$ cat config.mk
export PLATFORM = sky130hd
export DESIGN_NAME = eof_front
export DESIGN_NICKNAME = d
export VERILOG_FILES = /design/src/hw/rtl/eof_pkg.sv /design/src/hw/rtl/eof_front.sv
export SDC_FILE = /design/constraint.sdc
export NUM_CORES = 1
export LEC_CHECK = 0
export BUFFER_PORTS_ARGS = -buffer_cell sky130_fd_sc_hd__buf_2
export CAP_MARGIN = 10
export CORE_MARGIN = 8
export CORE_UTILIZATION = 42
export CTS_CLUSTER_DIAMETER = 60
export CTS_CLUSTER_SIZE = 16
export DETAILED_ROUTE_END_ITERATION = 10
export PLACE_DENSITY = 0.76
export SLEW_MARGIN = 5
export SYNTH_ARGS = -nofsm -noshare
export SYNTH_HDL_FRONTEND = slang
export SYNTH_SLANG_ARGS = --single-unit
$ cat constraint.sdc
create_clock -name i_clk -period 9.86 [get_ports i_clk]
set_input_delay 0.493 -clock i_clk [delete_from_list [all_inputs] [get_ports i_clk]]
set_output_delay 0.493 -clock i_clk [all_outputs]
set_load 0.02 [all_outputs]
$ cat src/hw/rtl/eof_pkg.sv
`timescale 1ns / 1ps
// ----------------------------------------------------------------------------
// eof_pkg
// Shared types and widths of the ellipse obstacle filter.
// ----------------------------------------------------------------------------
package eof_pkg;

    localparam int COORD_W   = 32;              // signed Q15.16 coordinate
    localparam int AXIS_W    = 31;              // unsigned Q15.16 half-axis
    localparam int CFG_IDX_W = 1;
    localparam int IDX_W     = 8;               // compacted kept index
    localparam int CNT_W     = 9;               // saturating counts
    localparam int KEPT_MAX  = 2 ** IDX_W;      // counts never pass this

    localparam logic [CFG_IDX_W-1:0] CFG_MARGIN = 1'd0;
    localparam logic [CFG_IDX_W-1:0] CFG_HEIGHT = 1'd1;

    // One classified time step, as it waits between front and back.
    typedef struct packed {
        logic               frame;      // clear counts before this step
        logic               first;      // first step of its obstacle
        logic               low_cmp;    // half_axis_z below the height limit
        logic               last;       // last step: issue a result
        logic               nz;         // both widened half-axes nonzero
        logic [COORD_W-1:0] dx;         // |point_x - obstacle_x|
        logic [COORD_W-1:0] dy;         // |point_y - obstacle_y|
        logic [COORD_W-1:0] ax;         // half_axis_x + margin
        logic [COORD_W-1:0] by;         // half_axis_y + margin
    } t_item;

endpackage

$ cat src/hw/rtl/eof_front.sv
`timescale 1ns / 1ps
// ----------------------------------------------------------------------------
// eof_front
// Accepts input words, holds the configuration registers and classifies each
// step: absolute distances, widened half-axes, first/last and height flags.
// ----------------------------------------------------------------------------
module eof_front (
    input  logic                            i_clk,
    input  logic                            i_rst_n,
    input  logic                            i_cfg_we,
    input  logic [eof_pkg::CFG_IDX_W-1:0]   i_cfg_index,
    input  logic [eof_pkg::COORD_W-1:0]     i_cfg_data,
    input  logic                            i_valid,
    input  logic                            i_frame_start,
    input  logic [eof_pkg::COORD_W-1:0]     i_obstacle_x,
    input  logic [eof_pkg::COORD_W-1:0]     i_obstacle_y,
    input  logic [eof_pkg::AXIS_W-1:0]      i_half_axis_x,
    input  logic [eof_pkg::AXIS_W-1:0]      i_half_axis_y,
    input  logic [eof_pkg::COORD_W-1:0]     i_half_axis_z,
    input  logic [eof_pkg::COORD_W-1:0]     i_point_x,
    input  logic [eof_pkg::COORD_W-1:0]     i_point_y,
    input  logic                            i_last_step,
    input  logic                            i_full,
    output logic                            o_push,
    output eof_pkg::t_item                  o_item
);
    import eof_pkg::*;

    logic [AXIS_W-1:0]  r_margin;
    logic [COORD_W-1:0] r_height_limit;
    logic               r_at_first;
    logic               n_at_first;

    logic [COORD_W:0]   w_dx_pos;
    logic [COORD_W:0]   w_dx_neg;
    logic [COORD_W:0]   w_dy_pos;
    logic [COORD_W:0]   w_dy_neg;

    assign o_push = i_valid && !i_full;

    // Both subtraction orders in parallel; the sign picks the positive one.
    assign w_dx_pos = {i_point_x[COORD_W-1], i_point_x}
                    - {i_obstacle_x[COORD_W-1], i_obstacle_x};
    assign w_dx_neg = {i_obstacle_x[COORD_W-1], i_obstacle_x}
                    - {i_point_x[COORD_W-1], i_point_x};
    assign w_dy_pos = {i_point_y[COORD_W-1], i_point_y}
                    - {i_obstacle_y[COORD_W-1], i_obstacle_y};
    assign w_dy_neg = {i_obstacle_y[COORD_W-1], i_obstacle_y}
                    - {i_point_y[COORD_W-1], i_point_y};

    always_comb begin
        o_item.frame   = i_frame_start;
        o_item.first   = i_frame_start || r_at_first;
        o_item.low_cmp = $signed(i_half_axis_z) < $signed(r_height_limit);
        o_item.last    = i_last_step;
        o_item.dx      = w_dx_pos[COORD_W] ? w_dx_neg[COORD_W-1:0] : w_dx_pos[COORD_W-1:0];
        o_item.dy      = w_dy_pos[COORD_W] ? w_dy_neg[COORD_W-1:0] : w_dy_pos[COORD_W-1:0];
        o_item.ax      = {1'b0, i_half_axis_x} + {1'b0, r_margin};
        o_item.by      = {1'b0, i_half_axis_y} + {1'b0, r_margin};
        o_item.nz      = (o_item.ax != '0) && (o_item.by != '0);
    end

    always_comb begin
        n_at_first = r_at_first;
        if (o_push) begin
            n_at_first = i_last_step;
        end
    end

    always_ff @(posedge i_clk) begin
        if (!i_rst_n) begin
            r_margin       <= '0;
            r_height_limit <= '0;
            r_at_first     <= 1'b1;
        end else begin
            r_at_first <= n_at_first;
            if (i_cfg_we) begin
                case (i_cfg_index)
                    CFG_MARGIN: r_margin       <= i_cfg_data[AXIS_W-1:0];
                    CFG_HEIGHT: r_height_limit <= i_cfg_data;
                    default:    ;
                endcase
            end
        end
    end

endmodule

==> implementation parameters <==
Parameter                              Value

Timing
  Number of slew-limit violations in the final report ... 0
  Achievable clock frequency ... ~190 MHz
  Hold slack ... 410 ps
  Final number of hold-violating endpoints ... 0
  Setup repair after global routing missed its margin ... false
  Setup-violating endpoint count in the final report ... 0
  Worst Skew ... 0 ps
  Post-route fraction of the period consumed by the critical path ... 0.520
  Sum of negative setup slack ... 0 ps
  Tightest slew margin relative to the limit ... 0.232
  Worst-case setup margin in the final layout ... about 4700 ps
  Transition time of the tightest slew-check pin ... 1150 ps
  Final critical path time including I/O delays and setup ... just over 5000 ps

Route
  Detailed-route via count ... 15000
  Starting DRT DRC Count ... ~910
  Routed Antenna Nets ... 0
  Number of vias per cell after detailed routing ... around 5.7
  DRC errors left ... 0
  Drt total wl ... between 40000 and 50000 µm
  Initial DRT Pass Iterations ... 5
  Post-detailed-route wirelength per cell ... between 15 and 20 µm

Yosys
  Average footprint of a synthesized cell ... roughly 7.0 µm²
  Async set-reset flop share out of synthesis ... 0
  Flops & latches, synth ... between 60 and 70
  Cell taking the most area after synthesis ... ha_1
  Dominant cell by count in the synthesized netlist ... ha_1
  Number of warnings reported in the yosys synthesis log ... 0
  Fraction of synthesized cell area taken by the top area cell type ... 0.206
  Post-synth top flop ... dfxtp_1
  EDFF count, synth ... 0
  Proportion of synthesized chip area in sequential cells ... 0.0964
  Post-synth net total ... approximately 2400
  Gate count after technology mapping ... 1890
  Synth cell types ... just under 80
  Area of the mapped netlist ... ~0.013 mm²
  Largest cells by area after synthesis ... ha_1, dfxtp_1, a21oi_1
  Top cells by instance count after synthesis ... ha_1, nand2_1, inv_1, a21oi_1, nor2_1

Setup path
  Critical path launch point type ... register
  Setup slack of the worst register-to-register path ... 9080 ps
  Required time of the critical path ... 9370 ps
  Critical R2R Capture ... r_margin[25]
  Critical path endpoint category ... output port
  Critical Path Fanout Max ... 3
  Worst Path Class, Setup ... register to output port
  Beginning of the worst register-to-register path ... r_margin[25]
  Register-to-Register Path Depth ... 2
  Arrival time worst endpoint ... 4640 ps

Pwr
  Power density over the cells ... around 100 mW/mm²
  Static leakage ... approximately 8.0 nW
  Worst vdd ir ... 114 µV
  Total Power ... between 1.5 and 2 mW

Min path
  Instance count along the most critical hold path ... 3
  Worst hold path class ... input port to register
  End point of the most critical hold path ... r_at_first
  HP Start ... i_last_step

Flow run
  Count of maximum capacitance violations ... 0

Clock network
  Clock root buffer ... clkbuf_16
  TritonCTS clock tree ... done
  Hold buffer count at CTS ... 0
  Worst-case clock buffer depth ... 2
  Buffer count from post-CTS setup fixing ... 0
  Clock latency at the later pin of the worst-skew pair ... between 300 and 400 ps
  Number of buffers added by the clock tree synthesis step ... 9
  Post-cts resize count ... 0
  Maximum level of the CTS H-tree ... 3
  Clock slew at reported path FFs ... ~50 ps
  Number of clock sinks seen by CTS ... 64

Floorplan
  Row cnt ... 65
  Num ports ... 396
  Total core area ... 0.0314 mm²
  Die footprint ... 0.0376 mm²
  Vertical die dimension ... 194 µm
  Initial Util ... 0.424
  Die Wd ... 194 µm

Run status
  Outcome ... finished clean

Cells and area
  Share of final-layout standard cells stronger than drive strength 1 ... 0.191
  Final net count ... between 2000 and 3000
  Fillcell total ... 3143
  Area Overhead vs Synth ... 19.0%

Global route
  First-pass GRT wire length ... between 70000 and 80000 µm
  Number of global-route vias before repair ... approximately 15000
  Sum of overflow across all layers after global routing ... 0
  GRT Util Overall ... 0.236
  Number of antenna violations at the first check in global routing ... 10
  Maximum number of pins on one net before global-route repair ... 65

Placement
  Hpwl dp ... 40700 µm
  Number of port buffers ... around 400
  Final weighted congestion in routability-driven placement ... ~1.0
  Minimum setup slack after placement ... 4850 ps
## layout make-up
type,instances,area (µm²),area share
Antenna cell,7,17.5,0.00111
Clock buffer,10,229,0.0145
Clock inverter,5,58.8,0.00372
Inverter,203,762,0.0482
Multi-Input combinational cell,1549,11000,0.694
Sequential cell,64,1280,0.0810
Tap cell,402,503,0.0318
Timing Repair Buffer,397,1990,0.126
## kinds of logic after synthesis
kind of cell / count (synthesis) / synth area share
AO/OA/AOI/OAI: 661 / 0.327
XOR/XNOR: 105 / 0.0692
multiplexers: 32 / 0.0247
buffers and inverters: 277 / 0.0791
AND/OR/NAND/NOR: 526 / 0.189
adder cells (fa/ha/maj): 225 / 0.215
flip-flops: 64 / 0.0964
## registers in the layout, indices dropped and copies added, names as in the netlist
| register | cells |
|---|---|
| r_at_first | 1 |
| r_margin | 31 |
| r_height_limit | 32 |
## placed cells by master (no fill, tap or decap), drive strengths merged, types with 11 or more instances in the layout
cell / count
inv: 203
dfxtp: 64
o21ai: 113
nand3: 30
nand4: 34
o21a: 24
nand2: 203
a21oi: 185
or3: 15
xor2: 31
xnor2: 74
mux2i: 26
nor2: 102
o31ai: 15
and3: 14
o211ai: 18
a21o: 84
nand2b: 18
ha: 219
o21bai: 37
buf: 397
nor3: 34
nand3b: 11
a21boi: 71
a211oi: 21
nor2b: 25
## worst max-delay path, stage by stage, from the launching register on
cell and delay (ps):
dfxtp_1 340, ha_1 230, fa_1 410, a21o_1 250, a31o_1 270, a21o_1 200
xor2_1 150, or4_1 540, or4_1 410, or4_1 450, nor4_1 380, nand4b_1 210
nor4_2 190, a21oi_1 100, buf_2 170
## how the worst max path moves through the flow
stage,slack (ps),to,depth (start not counted),start
after CTS,4760,o_item[128],14,r_margin[0]
final,4730,o_item[128],14,r_margin[0]
after floorplan,5490,o_item[128],13,i_half_axis_y[0]
after global placement,4900,o_item[117],15,i_obstacle_x[2]
after global routing,4530,o_item[128],14,r_margin[0]
after detailed placement,4850,o_item[117],15,i_obstacle_x[2]
## where the power goes
group          switching (mW)  internal, mW  leakage (nW)
combinational           0.667         0.399          7.36
sequential             0.0105         0.271         0.523
clock                   0.113         0.194         0.135
total                   0.791         0.864          8.01
## metrics by stage
| stage | cell area (µm²) | utilization | instances |
|---|---|---|---|
| detailed placement | 15500 | 0.494 | 2615 |
| global route | 15800 | 0.504 | 2637 |
| finish | 15800 | 0.504 | 2637 |
| global placement | 15500 | 0.494 | 2615 |
| CTS | 15800 | 0.503 | 2630 |
| floorplan | 13300 | - | 1890 |
## routing by layer
| layer | track usage | vias up | share of wire | wire (µm) |
|---|---|---|---|---|
| met5 | 0 | - | 0.00097 | 46 |
| met3 | 0.0451 | 81 | 0.069 | 3270 |
| met1 | 0.283 | 6984 | 0.42 | 19900 |
| li1 | - | 7410 | - | - |
| met4 | 0.0806 | 6 | 0.031 | 1460 |
| met2 | 0.417 | 567 | 0.48 | 22700 |
(Power assumes the default switching activity.)
