## src/hw/rtl/eof_pkg.sv

```systemverilog
`timescale 1ns / 1ps
// ----------------------------------------------------------------------------
// eof_pkg
// Shared types and widths of the ellipse obstacle filter.
// ----------------------------------------------------------------------------
package eof_pkg;

    localparam int COORD_W   = 32;              // signed Q15.16 coordinate
    localparam int AXIS_W    = 31;              // unsigned Q15.16 half-axis
    localparam int CFG_IDX_W = 1;
    localparam int IDX_W     = 8;               // compacted kept index
    localparam int CNT_W     = 9;               // saturating counts
    localparam int KEPT_MAX  = 2 ** IDX_W;      // counts never pass this

    localparam logic [CFG_IDX_W-1:0] CFG_MARGIN = 1'd0;
    localparam logic [CFG_IDX_W-1:0] CFG_HEIGHT = 1'd1;

    // One classified time step, as it waits between front and back.
    typedef struct packed {
        logic               frame;      // clear counts before this step
        logic               first;      // first step of its obstacle
        logic               low_cmp;    // half_axis_z below the height limit
        logic               last;       // last step: issue a result
        logic               nz;         // both widened half-axes nonzero
        logic [COORD_W-1:0] dx;         // |point_x - obstacle_x|
        logic [COORD_W-1:0] dy;         // |point_y - obstacle_y|
        logic [COORD_W-1:0] ax;         // half_axis_x + margin
        logic [COORD_W-1:0] by;         // half_axis_y + margin
    } t_item;

endpackage

```

## src/hw/rtl/eof_queue.sv

```systemverilog
`timescale 1ns / 1ps
// ----------------------------------------------------------------------------
// eof_queue
// Two-entry queue of classified steps between front and back.
// ----------------------------------------------------------------------------
module eof_queue (
    input  logic            i_clk,
    input  logic            i_rst_n,
    input  logic            i_push,
    input  eof_pkg::t_item  i_item,
    input  logic            i_pop,
    output logic            o_full,
    output logic            o_valid,
    output eof_pkg::t_item  o_head
);
    import eof_pkg::*;

    localparam int DEPTH = 2;
    localparam int PTR_W = $clog2(DEPTH);

    t_item              r_mem [DEPTH];
    logic [PTR_W-1:0]   r_wr;
    logic [PTR_W-1:0]   r_rd;
    logic [PTR_W:0]     r_cnt;
    logic [PTR_W-1:0]   n_wr;
    logic [PTR_W-1:0]   n_rd;
    logic [PTR_W:0]     n_cnt;

    assign o_full  = (r_cnt == (PTR_W+1)'(DEPTH));
    assign o_valid = (r_cnt != '0);
    assign o_head  = r_mem[r_rd];

    always_comb begin
        n_wr  = r_wr;
        n_rd  = r_rd;
        n_cnt = r_cnt;
        if (i_push) begin
            n_wr = r_wr + 1'b1;
        end
        if (i_pop) begin
            n_rd = r_rd + 1'b1;
        end
        case ({i_push, i_pop})
            2'b10:   n_cnt = r_cnt + 1'b1;
            2'b01:   n_cnt = r_cnt - 1'b1;
            default: n_cnt = r_cnt;
        endcase
    end

    always_ff @(posedge i_clk) begin
        if (!i_rst_n) begin
            r_wr  <= '0;
            r_rd  <= '0;
            r_cnt <= '0;
        end else begin
            r_wr  <= n_wr;
            r_rd  <= n_rd;
            r_cnt <= n_cnt;
        end
    end

    always_ff @(posedge i_clk) begin
        if (i_push) begin
            r_mem[r_wr] <= i_item;
        end
    end

endmodule

```

## config.mk

```make
export PLATFORM = sky130hd
export DESIGN_NAME = eof_queue
export DESIGN_NICKNAME = d
export VERILOG_FILES = /design/src/hw/rtl/eof_pkg.sv /design/src/hw/rtl/eof_queue.sv
export SDC_FILE = /design/constraint.sdc
export NUM_CORES = 1
export LEC_CHECK = 0
export BUFFER_PORTS_ARGS = -buffer_cell sky130_fd_sc_hd__buf_2
export CORE_MARGIN = 2
export CORE_UTILIZATION = 56
export CTS_CLUSTER_SIZE = 16
export DETAILED_ROUTE_END_ITERATION = 10
export PLACE_DENSITY = 0.86
export SLEW_MARGIN = 10
export SYNTH_ARGS = -nofsm -noshare
export SYNTH_HDL_FRONTEND = slang
export SYNTH_SLANG_ARGS = --single-unit
```

## constraint.sdc

```tcl
create_clock -name i_clk -period 10.4 [get_ports i_clk]
set_input_delay 1.04 -clock i_clk [delete_from_list [all_inputs] [get_ports i_clk]]
set_output_delay 1.04 -clock i_clk [all_outputs]
set_load 0.02 [all_outputs]
```

==> results_dict.tcl, run 1 <==
set metrics [dict create \
    synth_area_leaders "edfxtp_1, mux2_4, mux2_2" \
    hpwlAfterDp_mm 12.23 \
    slew_headroom_pct 21.66 \
    layout_min_cycle_time_ps 4202 \
    wl_per_cell_um 19.08 \
    area_growth_pct 23.42 \
    cts_tree "done" \
    cts_sinks 271 \
    wl_mm 18.58 \
    cts_resized 0 \
    worst_pin_slew_ps 1175 \
    slew_viol_final 0 \
    setup-violations-final 0 \
    drcViolationCount 0 \
    die_w_um 138.2 \
    overflow 0 \
    grt_first_pass_wirelength_mm 28.87 \
    fin_area_um2 12460 \
    start_util_pct 56.57 \
    grt_max_degree 87 \
    p_leak_nw 4.824 \
    fin_crit_sh_pct 40.40 \
    core_region_area_um2 17840 \
    fmax_mhz 238.0 \
    vias 5036 \
    finalSetupTns_ps 0 \
    fin_skew_ps 7.068 \
    viasPerCell 5.170 \
    placed_cell_area_um2 11650 \
    synthCells 436 \
    rsz0062_at_grt "no" \
    die_h_um 138.2 \
    max_cap_viol_count 0 \
    syn_avg_cell_area_um2 23.15 \
    rr_worst_depth 2 \
    yosysTopAreaCell "edfxtp_1" \
    die-area_um2 19110 \
    criticalPathCategory "reg2out" \
    worstPathArrival_ps 3160 \
    ys_seq_area_share_pct 80.14 \
    clockBufferDepth 3 \
    final_hold_viol_count 0 \
    portBuffers 271 \
    ios 272 \
    first_global_vias 5377 \
    holdBufCountCts 0 \
    detail-route-antenna-nets 0 \
    finalWorstSetupSlack_ps 6198 \
    clockRootBuffer "clkbuf_16" \
    endpoint_kind "output pin" \
    grt_antenna_before_repair 1 \
    synth_nets 574 \
    pre_cts_ws_ps 6707 \
    synthArstFlopShare_pct 0 \
    core.rowCount 49 \
    routabilityCongestion 0.7700 \
    whs_path_depth 2 \
    worstPathRequired_ps 9360 \
    yosysMostFrequentCell "edfxtp_1" \
    post_cts_buffers 0 \
    p_total_mw 2.452 \
    synth-seq-cells 271 \
    synthTopCellsByCount "edfxtp_1, mux2_4, mux2_2, buf_6, buf_2" \
    hp-class "reg2reg" \
    synth-edff-count 266 \
    drt-initial-drc-count 367 \
    synth_cell_type_count 19 \
    first_pass_iters 4 \
    crit_fanout 80 \
    clk_latency_ps 510 \
    layout-drive-gt1-share_pct 60.16 \
    ir_drop_mv 0.1760 \
    ys_warn_count 0 \
    htreeDepth 1 \
    critPathLaunchType "flop" \
    status "completed" \
    grtUsageTotal_pct 19.02 \
    synth_top_area_share_pct 79.15 \
    yosys_most_used_dff "edfxtp_1" \
    syn-cell-area_um2 10090 \
    clk_pin_slew_ps 60 \
    nNetsFinal 862 \
    numCtsBuffers 26 \
    powerDensity_nw_per_um2 196.8 \
]
state kept, by name, indices dropped and copies added (netlist names), named ones only:
register  flops
r_mem       266
r_cnt         2
r_rd          1
r_wr          1
metrics by stage:
stage / hold WS (ps) / utilization [%] / std cells
after floorplan: 461.2 / - / 436
after global placement: 475.0 / 65.32 / 925
after detailed placement: 496.0 / 65.32 / 925
after CTS: 505.6 / 69.79 / 972
after global routing: 564.1 / 69.80 / 973
final: 503.7 / 69.82 / 974
path summary, 6_finish.rpt:
check           start            end  slack, ps
max              flop    o_head[120]       6200
min          r_cnt[1]       r_cnt[1]        500
max reg2reg      r_wr  r_mem[1][111]       7980
min reg2reg  r_cnt[1]       r_cnt[1]        500
area by class of cell:
cell class,count,area (um^2)
Clock buffer,35,705.7
Antenna cell,2,5.005
Multi-Input combinational cell,149,1886
Timing Repair Buffer,275,1386
Sequential cell,271,8092
Tap cell,229,286.5
Clock inverter,12,91.34
Fill cell,1116,5385
Inverter,1,3.754
cells in the final DEF, fill, tap and decap left out, types with 2 or more instances in the layout:
cell type / n
buf_2: 271
edfxtp_1: 266
mux2_4: 70
mux2_2: 63
clkbuf_16: 27
clkbuf_1: 8
clkinv_1: 5
buf_4: 4
dfxtp_1: 4
and2_1: 3
diode_2: 2
xnor2_1: 2
clkinv_2: 2
clkinvlp_4: 2
clkinv_4: 2
logic make-up (layout without fill, tap and decap cells):
logic type / after synthesis / in the layout / share of synthesized area [%]
flops: 271 / 271 / 80.14
simple gates: 9 / 9 / 0.5580
fa+ha+maj: 1 / 1 / 0.1240
compound gates: 3 / 3 / 0.1984
mux: 133 / 133 / 17.44
xor+xnor: 3 / 3 / 0.2604
buf+inv: 16 / 323 / 1.277
other cells: 0 / 2 / 0
routing by layer:
metal	routed length [um]	GRT usage, %	share of wire [%]	vias up
met5	0	0	0	-
met4	421	6.069	2.3	0
met3	1475	5.057	7.9	41
met2	9457	32.93	51	232
met1	7229	23.59	39	2447
li1	-	-	-	2316
critical path: stages, from the launching register on:
cell and delay, ps:
dfxtp_4 1110, buf_4 880, mux2_2 420, buf_2 160
power breakdown:
group          internal (mW)  switching, mW
clock network          0.501          0.368
registers               1.26         0.0277
logic                  0.131          0.161
Power figures use the tool's default switching activity.
==> run 2, diff against run 1 <==
--- a/config.mk
+++ b/config.mk
@@ -7,10 +7,10 @@
 export LEC_CHECK = 0
 export BUFFER_PORTS_ARGS = -buffer_cell sky130_fd_sc_hd__buf_2
 export CORE_MARGIN = 2
-export CORE_UTILIZATION = 56
+export CORE_UTILIZATION = 47
 export CTS_CLUSTER_SIZE = 16
 export DETAILED_ROUTE_END_ITERATION = 10
-export PLACE_DENSITY = 0.86
+export PLACE_DENSITY = 0.77
 export SLEW_MARGIN = 10
 export SYNTH_ARGS = -nofsm -noshare
 export SYNTH_HDL_FRONTEND = slang
==> constraint.sdc (replaced) <==
create_clock -name i_clk -period 3.8 [get_ports i_clk]
set_input_delay 0.38 -clock i_clk [delete_from_list [all_inputs] [get_ports i_clk]]
set_output_delay 0.38 -clock i_clk [all_outputs]
set_load 0.02 [all_outputs]
==> run 2 against run 1 <==
  * Worst hold slack lost 460 ps
  * Wire length is 2.1% lower
  * Sequential power grew to 2.7 times the previous value
  * First-iteration DRC count fell by 52%
  * Non-clock buffer count rose by 1
  * Via count increased by 0.40%
  * Clock power grew to 3.0 times the previous value
  * Clock-buffer cell count increased by 6
==> results_dict.tcl, run 2 (synthesis results as in run 1) <==
set metrics [dict create \
    criticalPathCategory "reg2out" \
    hp-class "in2reg" \
    worstPathRequired_ps 3420 \
    final_common_cell "buf_2" \
    wl_mm 18.20 \
    critPathLaunchType "flop" \
    rr_worst_depth 2 \
    multi_input_area_um2 1886 \
    p_total_mw 6.980 \
    grt_first_pass_wirelength_mm 26.51 \
    cts_sinks 271 \
    grtUsageTotal_pct 14.96 \
    clk_pin_slew_ps 60 \
    first_pass_iters 4 \
    finalSetupTns_ps 0 \
    path_cells "buf_4, mux2_2, buf_2" \
    largest_register "r_mem" \
    seq_area_um2 8092 \
    layout-drive-gt1-share_pct 60.88 \
    grt_max_degree 135 \
    drt-initial-drc-count 177 \
    rsz0062_at_grt "no" \
    viasPerCell 4.938 \
    holdBufCountCts 0 \
    area_growth_pct 25.63 \
    numCtsBuffers 28 \
    worstPathArrival_ps 2270 \
    fin_skew_ps 5.615 \
    worst_pin_slew_ps 814.6 \
    status "completed" \
    die_w_um 150.5 \
    path_buf_inv 2 \
    detail-route-antenna-nets 0 \
    largest_reg_flops 266 \
    cp_slowest_stage_delay_ps 580 \
    overflow 0 \
    powerDensity_nw_per_um2 550.5 \
    cts_tree "done" \
    max_cap_viol_count 0 \
    ios 272 \
    core_region_area_um2 21020 \
    hpwlAfterDp_mm 12.13 \
    path_delay_family "buffers and inverters" \
    wl_per_cell_um 17.78 \
    final_cell_mix "buf_2, edfxtp_1, mux2_4" \
    drcViolationCount 0 \
    clockRootBuffer "clkbuf_16" \
    core.rowCount 53 \
    final_hold_viol_count 0 \
    cts_resized 0 \
    cpMaxStageDelayCell "buf_4" \
    setup-violations-final 0 \
    fill_cells 1526 \
    cp.depth 3 \
    first_global_vias 5295 \
    place_inst 972 \
    slew_headroom_pct 45.70 \
    die_h_um 150.5 \
    placed_cell_area_um2 11760 \
    vias 5056 \
    post_cts_buffers 0 \
    fin_area_um2 12680 \
    slew_viol_final 0 \
    endpoint_kind "output pin" \
    layout_min_cycle_time_ps 2648 \
    ir_drop_mv 0.4315 \
    fin_crit_sh_pct 69.70 \
    nNetsFinal 865 \
    whs_path_depth 1 \
    crit_fanout 42 \
    start_util_pct 48.01 \
    die-area_um2 22660 \
    htreeDepth 1 \
    clk_latency_ps 520 \
    portBuffers 271 \
    fin_cells 1024 \
    fmax_mhz 377.6 \
    n_antenna_cell 0 \
    routabilityCongestion 0.8035 \
    clockBufferDepth 3 \
    grt_antenna_before_repair 1 \
    p_leak_nw 4.906 \
    largestRegisters "r_mem x266, r_cnt x2" \
]
[run 2: cell types whose count changed in the layout (fill, tap and decap cells not counted), sizes merged]
cell and delta:
clkbuf +6, clkinv -2, diode -2, buf +1, bufinv +1
[run 2: where the power goes]
group	internal (mW)	leakage, nW	total [mW]	switching, mW
combinational	0.361	1.92	0.823	0.462
sequential	3.46	2.54	3.51	0.0493
clock	1.61	0.447	2.65	1.04
[run 2: stage by stage]
stage / worst slack (ps) / hold slack, ps / utilization [%]
after floorplan: 978.1 / 461.2 / -
after global placement: 1725 / 470.3 / 55.93
after detailed placement: 1683 / 514.5 / 55.93
after CTS: 1104 / 11.86 / 60.31
after global routing: 1029 / 18.74 / 60.31
final: 1152 / 42.76 / 60.31
[run 2: worst paths after layout]
path	slack [ps]	startpoint	to
worst min-delay path	40	i_item[71]	r_mem[0][71]
worst max register to register	2060	r_wr	r_mem[1][36]
worst min register to register	510	r_cnt[1]	r_cnt[1]
worst max-delay path	1150	flop	o_head[43]
[run 2: per-layer routing]
metal / vias to the layer above / part of all wire [%] / global-route usage (%)
met4: 2 / 2.7 / 4.764
met1: 2486 / 39 / 17.76
li1: 2319 / - / -
met3: 34 / 8.4 / 4.303
met2: 215 / 50 / 26.27
met5: - / 0.071 / 0
[run 2: final cells by class]
type | instances | share of cell area, %
inverter | 1 | 0.02961
timing repair buffer | 276 | 11.29
tap | 275 | 2.714
clock inverter | 11 | 0.8783
multi-input combinational | 149 | 14.87
sequential | 271 | 63.82
clock buffer | 41 | 6.395
[run 2: worst register-to-register path, stage by stage (launching register included)]
cell and delay [ps]:
dfxtp_1 390, and2_4 330, buf_4 610
==> run 3, diff against run 2 <==
--- a/config.mk
+++ b/config.mk
@@ -7,10 +7,10 @@
 export LEC_CHECK = 0
 export BUFFER_PORTS_ARGS = -buffer_cell sky130_fd_sc_hd__buf_2
 export CORE_MARGIN = 2
-export CORE_UTILIZATION = 47
+export CORE_UTILIZATION = 52
 export CTS_CLUSTER_SIZE = 16
 export DETAILED_ROUTE_END_ITERATION = 10
-export PLACE_DENSITY = 0.77
+export PLACE_DENSITY = 0.81
 export SLEW_MARGIN = 10
 export SYNTH_ARGS = -nofsm -noshare
 export SYNTH_HDL_FRONTEND = slang
==> constraint.sdc (replaced) <==
create_clock -name i_clk -period 2.54 [get_ports i_clk]
set_input_delay 0.254 -clock i_clk [delete_from_list [all_inputs] [get_ports i_clk]]
set_output_delay 0.254 -clock i_clk [all_outputs]
set_load 0.02 [all_outputs]
==> run 3 against run 2 <==
  * Core utilization up 13 points
  * Wire length grew 23%
  * Clock skew grew 3.8 ps
==> results_dict.tcl, run 3 (synthesis results as in run 1) <==
set metrics [dict create \
    final_common_cell "buf_2" \
    clockRootBuffer "clkbuf_16" \
    p_leak_nw 5.423 \
    wl_per_cell_um 19.61 \
    area_growth_pct 38.14 \
    top_layer_used "met4" \
    overflow 0 \
    cts_sinks 271 \
    post_cts_buffers 0 \
    core_region_area_um2 18890 \
    routed-wl-met3_mm 1.712 \
    max_cap_viol_count 0 \
    crit_fanout 79 \
    detail-route-antenna-nets 0 \
    worstPathArrival_ps 1970 \
    layout_min_cycle_time_ps 2228 \
    status "completed" \
    vias 5692 \
    grt_first_pass_wirelength_mm 33.07 \
    largest_register "r_mem" \
    htreeDepth 1 \
    fmax_mhz 448.9 \
    final_cell_mix "buf_2, edfxtp_1, dlygate4sd3_1" \
    hpwlAfterDp_mm 12.52 \
    worst_pin_slew_ps 823.9 \
    endpoint_kind "output pin" \
    slew_headroom_pct 45.07 \
    fin_skew_ps 9.420 \
    fill_cells 1104 \
    layout-drive-gt1-share_pct 51.31 \
    die-area_um2 20540 \
    grt_max_degree 80 \
    rsz0062_at_grt "no" \
    largestRegisters "r_mem x266, r_cnt x2" \
    die_h_um 143.3 \
    first_global_vias 6388 \
    die_w_um 143.3 \
    clockBufferDepth 3 \
    nNetsFinal 999 \
    hp-class "in2reg" \
    hp-start "i_pop" \
    rr_worst_depth 2 \
    ir_drop_mv 0.5865 \
    first_pass_iters 4 \
    met2WireLength_mm 11.89 \
    clk_latency_ps 520 \
    slew_viol_final 0 \
    placed_cell_area_um2 11770 \
    drt-initial-drc-count 239 \
    criticalPathCategory "reg2out" \
    routabilityCongestion 0.7748 \
    numCtsBuffers 27 \
    critPathLaunchType "flop" \
    rrSetupSlack_ps 960 \
    grtUsageTotal_pct 20.97 \
    ios 272 \
    finalSetupTns_ps 0 \
    core.rowCount 50 \
    clk_pin_slew_ps 60 \
    setup-violations-final 0 \
    whs_path_depth 3 \
    timing.rr.start "r_wr" \
    final_hold_viol_count 0 \
    viasPerCell 4.984 \
    largest_reg_flops 266 \
    portBuffers 271 \
    grt_antenna_before_repair 0 \
    cts_tree "done" \
    worstPathRequired_ps 2290 \
    wl_mm 22.39 \
    rr_endpoint "r_mem[1][86]" \
    fin_area_um2 13940 \
    wl_met1_mm 8.124 \
    fin_crit_sh_pct 87.71 \
    drcViolationCount 0 \
    start_util_pct 53.42 \
    powerDensity_nw_per_um2 746.7 \
]
==> run 3: where the power goes <==
| part | switching, mW | internal (mW) |
|---|---|---|
| logic | 0.766 | 0.685 |
| registers | 0.0698 | 5.17 |
| clock network | 1.57 | 2.15 |
==> run 3: what timing repair did <==
| item | in CTS | in global routing |
|---|---|---|
| gates resized for setup | 0 | 0 |
| hold endpoints to repair | 270 | 0 |
| hold buffers | 134 | 0 |
==> run 3: through the flow <==
step           cells  hold slack, ps  power [mW]  worst slack [ps]  utilization (%)
6_report        1142           103.1       10.41             312.2            73.79
4_1_cts         1141           72.56       10.44             304.2            73.77
3_5_place_dp     958           444.7       6.596             868.1            62.30
5_1_grt         1141           106.2       10.77             264.7            73.77
2_1_floorplan    436           352.9       6.159            -158.1                -
3_3_place_gp     958           440.5       6.545             900.5            62.30
==> run 3: worst max path at each step <==
| stage | end | cells past startpoint | slack, ps |
|---|---|---|---|
| after floorplan | r_mem[0][0] | 1 | -160 |
| after global placement | o_head[115] | 3 | 900 |
| after detailed placement | o_head[120] | 3 | 870 |
| after CTS | o_head[120] | 3 | 300 |
| after global routing | o_head[121] | 3 | 260 |
| final | o_head[121] | 3 | 310 |
==> run 3: critical path: stages, from the launching register on <==
cell	delay (ps)
dfxtp_4	370
buf_12	410
mux2_2	410
buf_2	160
==> run 3: routing by layer <==
layer | global-route usage, % | vias up
li1 | - | 2589
met1 | 22.42 | 2796
met2 | 39.66 | 253
met3 | 5.465 | 54
met4 | 7.792 | 0
met5 | 0 | -
==> run 3: cell type report <==
cell class / instances / area, um^2 / share of cell area [%]
Antenna cell: 1 / 2.502 / 0.01795
Clock buffer: 34 / 701.9 / 5.035
Clock inverter: 15 / 123.9 / 0.8885
Inverter: 1 / 3.754 / 0.02693
Multi-Input combinational cell: 149 / 1886 / 13.53
Sequential cell: 271 / 8093 / 58.05
Tap cell: 260 / 325.3 / 2.334
Timing Repair Buffer: 411 / 2805 / 20.12
